===== src/hw/rtl/gqtl_pkg.sv =====
// Shared constants, types and helpers for the glyph quad text layout block.
`default_nettype none

package gqtl_pkg;

  localparam int GLYPH_COUNT = 256;
  localparam int GLYPH_IDX_W = $clog2(GLYPH_COUNT);
  localparam int MAX_QUADS   = 65536;
  localparam int QCNT_W      = $clog2(MAX_QUADS);
  localparam int VBASE_W     = 18;

  localparam int CODE_W = 21;
  localparam int ATLAS_W = 16;
  localparam int TEXV_W = 17;
  localparam int SCALE_W = 32;
  localparam int MAXW_W = 31;
  localparam int PADDR_W = 3;
  localparam int PDATA_W = 32;

  // Multiplier operand, partial product and pen-sum widths.
  localparam int OPND_W = 34;
  localparam int PROD_W = OPND_W + 17;
  localparam int WIDE_W = PROD_W + 1;

  localparam logic [1:0] OP_LOAD  = 2'd0;
  localparam logic [1:0] OP_PLACE = 2'd1;
  localparam logic [1:0] OP_START = 2'd2;

  localparam logic [CODE_W-1:0] CH_SPACE   = CODE_W'(32);
  localparam logic [CODE_W-1:0] CH_NEWLINE = CODE_W'(10);

  localparam logic [0:0] REG_SCALE      = 1'd0;
  localparam logic [0:0] REG_WRAP_LIMIT = 1'd1;

  localparam logic [SCALE_W-1:0] SCALE_RESET = 32'h0001_0000;
  localparam logic [TEXV_W-1:0]  Q_ONE       = 17'h1_0000;

  typedef struct packed {
    logic [ATLAS_W-1:0] x0;
    logic [ATLAS_W-1:0] x1;
    logic [ATLAS_W-1:0] y0;
    logic [ATLAS_W-1:0] y1;
    logic signed [31:0] offx;
    logic signed [31:0] offy;
    logic signed [31:0] adv;
  } glyph_t;

  function automatic logic signed [31:0] sat32(input logic signed [WIDE_W-1:0] v);
    logic [WIDE_W-32:0] top;
    top = v[WIDE_W-1:31];
    if (top == '0 || top == '1) begin
      return v[31:0];
    end
    return v[WIDE_W-1] ? 32'sh8000_0000 : 32'sh7FFF_FFFF;
  endfunction

endpackage

`default_nettype wire


===== src/hw/rtl/gqtl_qmul.sv =====
// Two-stage Q16.16 scale multiply: floor(opnd * scale / 65536), split in halves.
`default_nettype none

module gqtl_qmul import gqtl_pkg::*; (
  input  logic                     clk,
  input  logic                     prod_en,
  input  logic                     sum_en,
  input  logic signed [OPND_W-1:0] opnd,
  input  logic [SCALE_W-1:0]       scale,
  output logic signed [PROD_W-1:0] q
);

  logic signed [PROD_W-1:0] prod_hi_next;
  logic signed [PROD_W-1:0] prod_lo_next;
  logic signed [PROD_W-1:0] prod_hi;
  logic signed [PROD_W-1:0] prod_lo;

  assign prod_hi_next = opnd * $signed({1'b0, scale[31:16]});
  assign prod_lo_next = opnd * $signed({1'b0, scale[15:0]});

  always_ff @(posedge clk) begin
    if (prod_en) begin
      prod_hi <= prod_hi_next;
      prod_lo <= prod_lo_next;
    end
    // Arithmetic shift floors the low half toward minus infinity.
    if (sum_en) begin
      q <= prod_hi + (prod_lo >>> 16);
    end
  end

endmodule

`default_nettype wire


===== config.mk =====
export PLATFORM = sky130hd
export DESIGN_NAME = gqtl_qmul
export DESIGN_NICKNAME = d
export VERILOG_FILES = /design/src/hw/rtl/gqtl_pkg.sv /design/src/hw/rtl/gqtl_qmul.sv
export SDC_FILE = /design/constraint.sdc
export NUM_CORES = 2
export LEC_CHECK = 0
export BUFFER_PORTS_ARGS = -buffer_cell sky130_fd_sc_hd__buf_2
export CORE_MARGIN = 4
export CORE_UTILIZATION = 35
export DETAILED_ROUTE_END_ITERATION = 6
export GPL_ROUTABILITY_DRIVEN = 0
export GPL_TIMING_DRIVEN = 0
export HOLD_SLACK_MARGIN = 0.02
export PLACE_DENSITY = 0.61
export SLEW_MARGIN = 30
export SYNTH_ARGS = -nofsm -noshare
export SYNTH_HDL_FRONTEND = slang
export SYNTH_SLANG_ARGS = --single-unit

===== constraint.sdc =====
create_clock -name clk -period 8.57 [get_ports clk]
set_clock_uncertainty 0.1 [all_clocks]
set_input_delay 1.714 -clock clk [delete_from_list [all_inputs] [get_ports clk]]
set_output_delay 1.714 -clock clk [all_outputs]
set_load 0.005 [all_outputs]

Yosys cells after proc, flatten, opt, wreduce, memory -nomap -nowiden
Cells that the tools add are included.
{"block": "word_totals", "register_bits": 153}
{"block": "classes", "addsub": 1, "multipliers": 2}
{"op": "34-bit by 17-bit multiplier with 51-bit output", "count": 2}
{"op": "51-bit by 35-bit adder with 51-bit output", "count": 1}

Depth between registers and ports, before layout
{"block": "depth", "word_depth": 1, "ltp_mapped": 25}

Worst setup path after synthesis
OpenSTA, ideal clock, no wires.
{"block": "synth_timing", "kind": "input-to-reg", "startpoint": "input scale[24]", "endpoint": "register prod_hi[50] (data pin)", "arrival_time_ps": 7755, "stages": 23, "slack_ps": 450, "required_time_ps": 8205, "cell_sequence": "clkbuf_1 > clkbuf_1 > nand2_1 > fa_1 > inv_1 > fa_1 > inv_1 > fa_1 > inv_1 > fa_1 > fa_1 > inv_1 > fa_1 > inv_1 > ha_1 > a21o_1 > a221o_1 > a2111oi_4 > o31ai_4 > a41o_4 > a31oi_4 > nor2_1 > or3_1"}
{"block": "synth_via", "elab_chain_len": 1}
{"element": "start: declaration", "line": "gqtl_qmul.sv:9", "rtl": "input logic [SCALE_W-1:0] scale,"}
{"element": "34-bit by 17-bit multiplier with 51-bit output", "line": "gqtl_qmul.sv:18", "rtl": "assign prod_hi_next = opnd * $signed({1'b0, scale[31:16]});"}
{"element": "net prod_hi_next[50]", "line": "gqtl_qmul.sv:13", "rtl": "logic signed [PROD_W-1:0] prod_hi_next;"}
{"element": "end signal: assignment", "line": "gqtl_qmul.sv:23", "rtl": "prod_hi <= prod_hi_next;"}
{"element": "end: declaration", "line": "gqtl_qmul.sv:15", "rtl": "logic signed [PROD_W-1:0] prod_hi;"}
The timed path passes the listed nets, and every way through them passes these cells.
A chain may end at the register's enable or synchronous reset.

Worst setup path in the final report
{"block": "layout_timing", "startpoint": "input opnd[25]", "endpoint": "register prod_lo[44] (data pin)"}
{"block": "layout_via", "elab_chain_len": 1}
{"element": "start: declaration", "line": "gqtl_qmul.sv:8", "rtl": "input logic signed [OPND_W-1:0] opnd,"}
{"element": "34-bit by 17-bit multiplier with 51-bit output", "line": "gqtl_qmul.sv:19", "rtl": "assign prod_lo_next = opnd * $signed({1'b0, scale[15:0]});"}
{"element": "net prod_lo_next[44]", "line": "gqtl_qmul.sv:14", "rtl": "logic signed [PROD_W-1:0] prod_lo_next;"}
{"element": "end signal: assignment", "line": "gqtl_qmul.sv:24", "rtl": "prod_lo <= prod_lo_next;"}
{"element": "end: declaration", "line": "gqtl_qmul.sv:16", "rtl": "logic signed [PROD_W-1:0] prod_lo;"}
The timed path passes the listed nets, and every way through them passes these cells.

==> impl_metrics.ini <==
[logic_synthesis]
synth_top_area_share = 0.464
synthesis.area_um2 = 44600
syn_area_per_cell_um2 = 9.15
synth_seq_cells = 137
synthCells = 4871
ys.flop_type = edfxtp_1
synth-edff-count = 137
synth.area.top_cells = fa_1 (46%), inv_1 (10%), edfxtp_1 (9.2%)
seq_area_frac_synth = 0.0923
synth_top_area_cell = fa_1
syn-num-nets = 6263
yosys_warnings = 0
async_flop_share = 0
synth_cell_types = 83

[floorplanning]
dieArea_um2 = 133000
chipHeight_um = 365
row_count = 130
coreArea_um2 = 126000
fp.dieW_um = 365
start_util = 0.353
ios = 120

[global_routing]
top_usage_layer = met2
use_met2 = 0.349
grt_overflow = 0
grt_pass1_wl_um = 219000
grt_pass1_vias = 36500
track_usage = 0.221
global_route.usage.met3 = 0.0733
grt_start_max_net_pins = 67
gr-usage-met1 = 0.274
antenna_found_initial = 40

[cells_and_area]
layout_commonest_cell = inv_1
fin_cells = 6691
multi_input_area_um2 = 35100
layout.nets = 6399
regArea_um2 = 4110
area_delta_synth_final_pct = 8.67
layout_common_cells = inv_1 (1230), fa_1 (1033), nand2_1 (763)
drive_gt1_frac = 0.0693
fillers = 12700

[status]
status = finished with violations
violations = design-rule violations

[sta]
setup_viol = 0
max-slew-margin-rel = 0.402
fmaxAchievable_ghz = 0.118
min_period_ps = 8490
tightestPinTransition_ps = 897
rsz0062_at_grt = no
hold_viol = 0
hold_ws_ps = 461
fin_crit_sh = 0.991
drv_slew = 0

[worst_setup_path]
path_class = input port to register
cp-end-kind = register
start_kind = input port
cp_slowest_cell = clkbuf_1
cp_max_fo = 10
worst_path_largest_cell_delay_ps = 660
crit_top_cell = fa_1
cp.required_ps = 8670
critical_path_arrival_ps = 8590
critPathTopFamily = adder cells
worstPathCellList = buf_2, clkbuf_1, nand2_1, fa_1, inv_1, fa_1, fa_1, fa_1, fa_1, inv_1, fa_1, inv_1, ha_1, a21o_1, a21o_1, a21oi_1, o311ai_4, buf_12, a21o_1, o311ai_2
critPathBufInv = 6

[route]
wl_per_cell_um = 21.2
firstDrtPassIters = 7
num_vias = 34200
routed_wl_um = 142000
drc = 13
ant_nets = 0
vias_per_cell = 5.10
dr.first_iter.drc_count = 2863

[clocking]
clock_latency_ps = 480
cts_buffers = 17
cts_root_buf = clkbuf_16
postCtsHoldBufs = 0
clock_path_buffers = 2
cts_tree = yes
clk_pin_slew_ps = 70
cts.sinks = 137
htree_num_levels = 4

[place]
hpwl_um = 120000
port_buffers = 112
dp_cells = 6635

[run]
cap_violations = 0

[min_path]
holdCritPathClass = register to register
## kinds of logic (layout without fill, tap and decap cells)
family | count (synthesis) | after routing | synth area share
muxes | 4 | 4 | 0.000899
and+or+nand+nor | 1394 | 1394 | 0.148
AOI/OAI and AO/OA | 427 | 427 | 0.0648
xor gates and xnor gates | 130 | 130 | 0.0256
DFF | 137 | 137 | 0.0923
buffers and inverters | 1456 | 1605 | 0.123
adders and majority gates | 1323 | 1323 | 0.546
other | 0 | 21 | 0
## layout make-up
cell class,instances,share of cell area
Multi-Input combinational cell,3278,0.726
Inverter,1230,0.0954
Sequential cell,137,0.0850
Tap cell,1650,0.0426
Buffer,223,0.0244
Timing Repair Buffer,120,0.0139
Clock buffer,17,0.00879
Clock inverter,15,0.00315
Antenna cell,21,0.00109
## synth_stat cells, types with 20 or more instances
| master | instances |
|---|---|
| fa_1 | 1033 |
| nor2_1 | 79 |
| ha_1 | 290 |
| edfxtp_1 | 137 |
| nand3_1 | 28 |
| and2_1 | 402 |
| nor2b_1 | 20 |
| o21bai_1 | 24 |
| o21ai_0 | 59 |
| a21oi_1 | 123 |
| nand2_1 | 764 |
| a21o_1 | 83 |
| xor2_1 | 37 |
| inv_1 | 1230 |
| xnor2_1 | 93 |
| clkbuf_1 | 222 |
| and3_1 | 22 |
| nand4_1 | 23 |
## metrics by stage
step	cell area [um^2]	setup slack, ps	TNS, ps	util
floorplan	44600	450	0	-
global placement	47200	-1770	-45540	0.374
detailed placement	47200	-1920	-48300	0.375
CTS	48100	7.71	0	0.382
global route	48400	2.08	0	0.384
finish	48400	75.5	0	0.384
## final timing paths
check	from	end	slack, ps	cells past startpoint
max	opnd[25]	prod_lo[44]	80	20
min	prod_lo[16]	q[0]	460	1
max reg2reg	prod_hi[8]	q[45]	4720	11
min reg2reg	prod_lo[16]	q[0]	460	1
## registers in the layout (all words and copies together), names as in the netlist
signal,flops
prod_hi,51
prod_lo,35
q,51
## layer usage
metal  up-vias  part of all wire  routed length (um)
met2      1661              0.45               63400
met3       377              0.12               16600
li1      14700                 -                   -
met4        28             0.054                7700
met5         -            0.0020                 285
met1     17400              0.38               53900
## what timing repair did
action / 4_1_cts / 5_1_grt
setup buffers: 1 / 5
gates resized for setup: 136 / 222
endpoints found under the setup margin: 39 / 27
hold endpoints to repair: 0 / 0
pin swaps: 2 / 8
gates cloned: 0 / 0
Power is left out: the tool's default activity adds up to more than one toggle a clock period on the data nets, which glitch-free logic cannot reach.
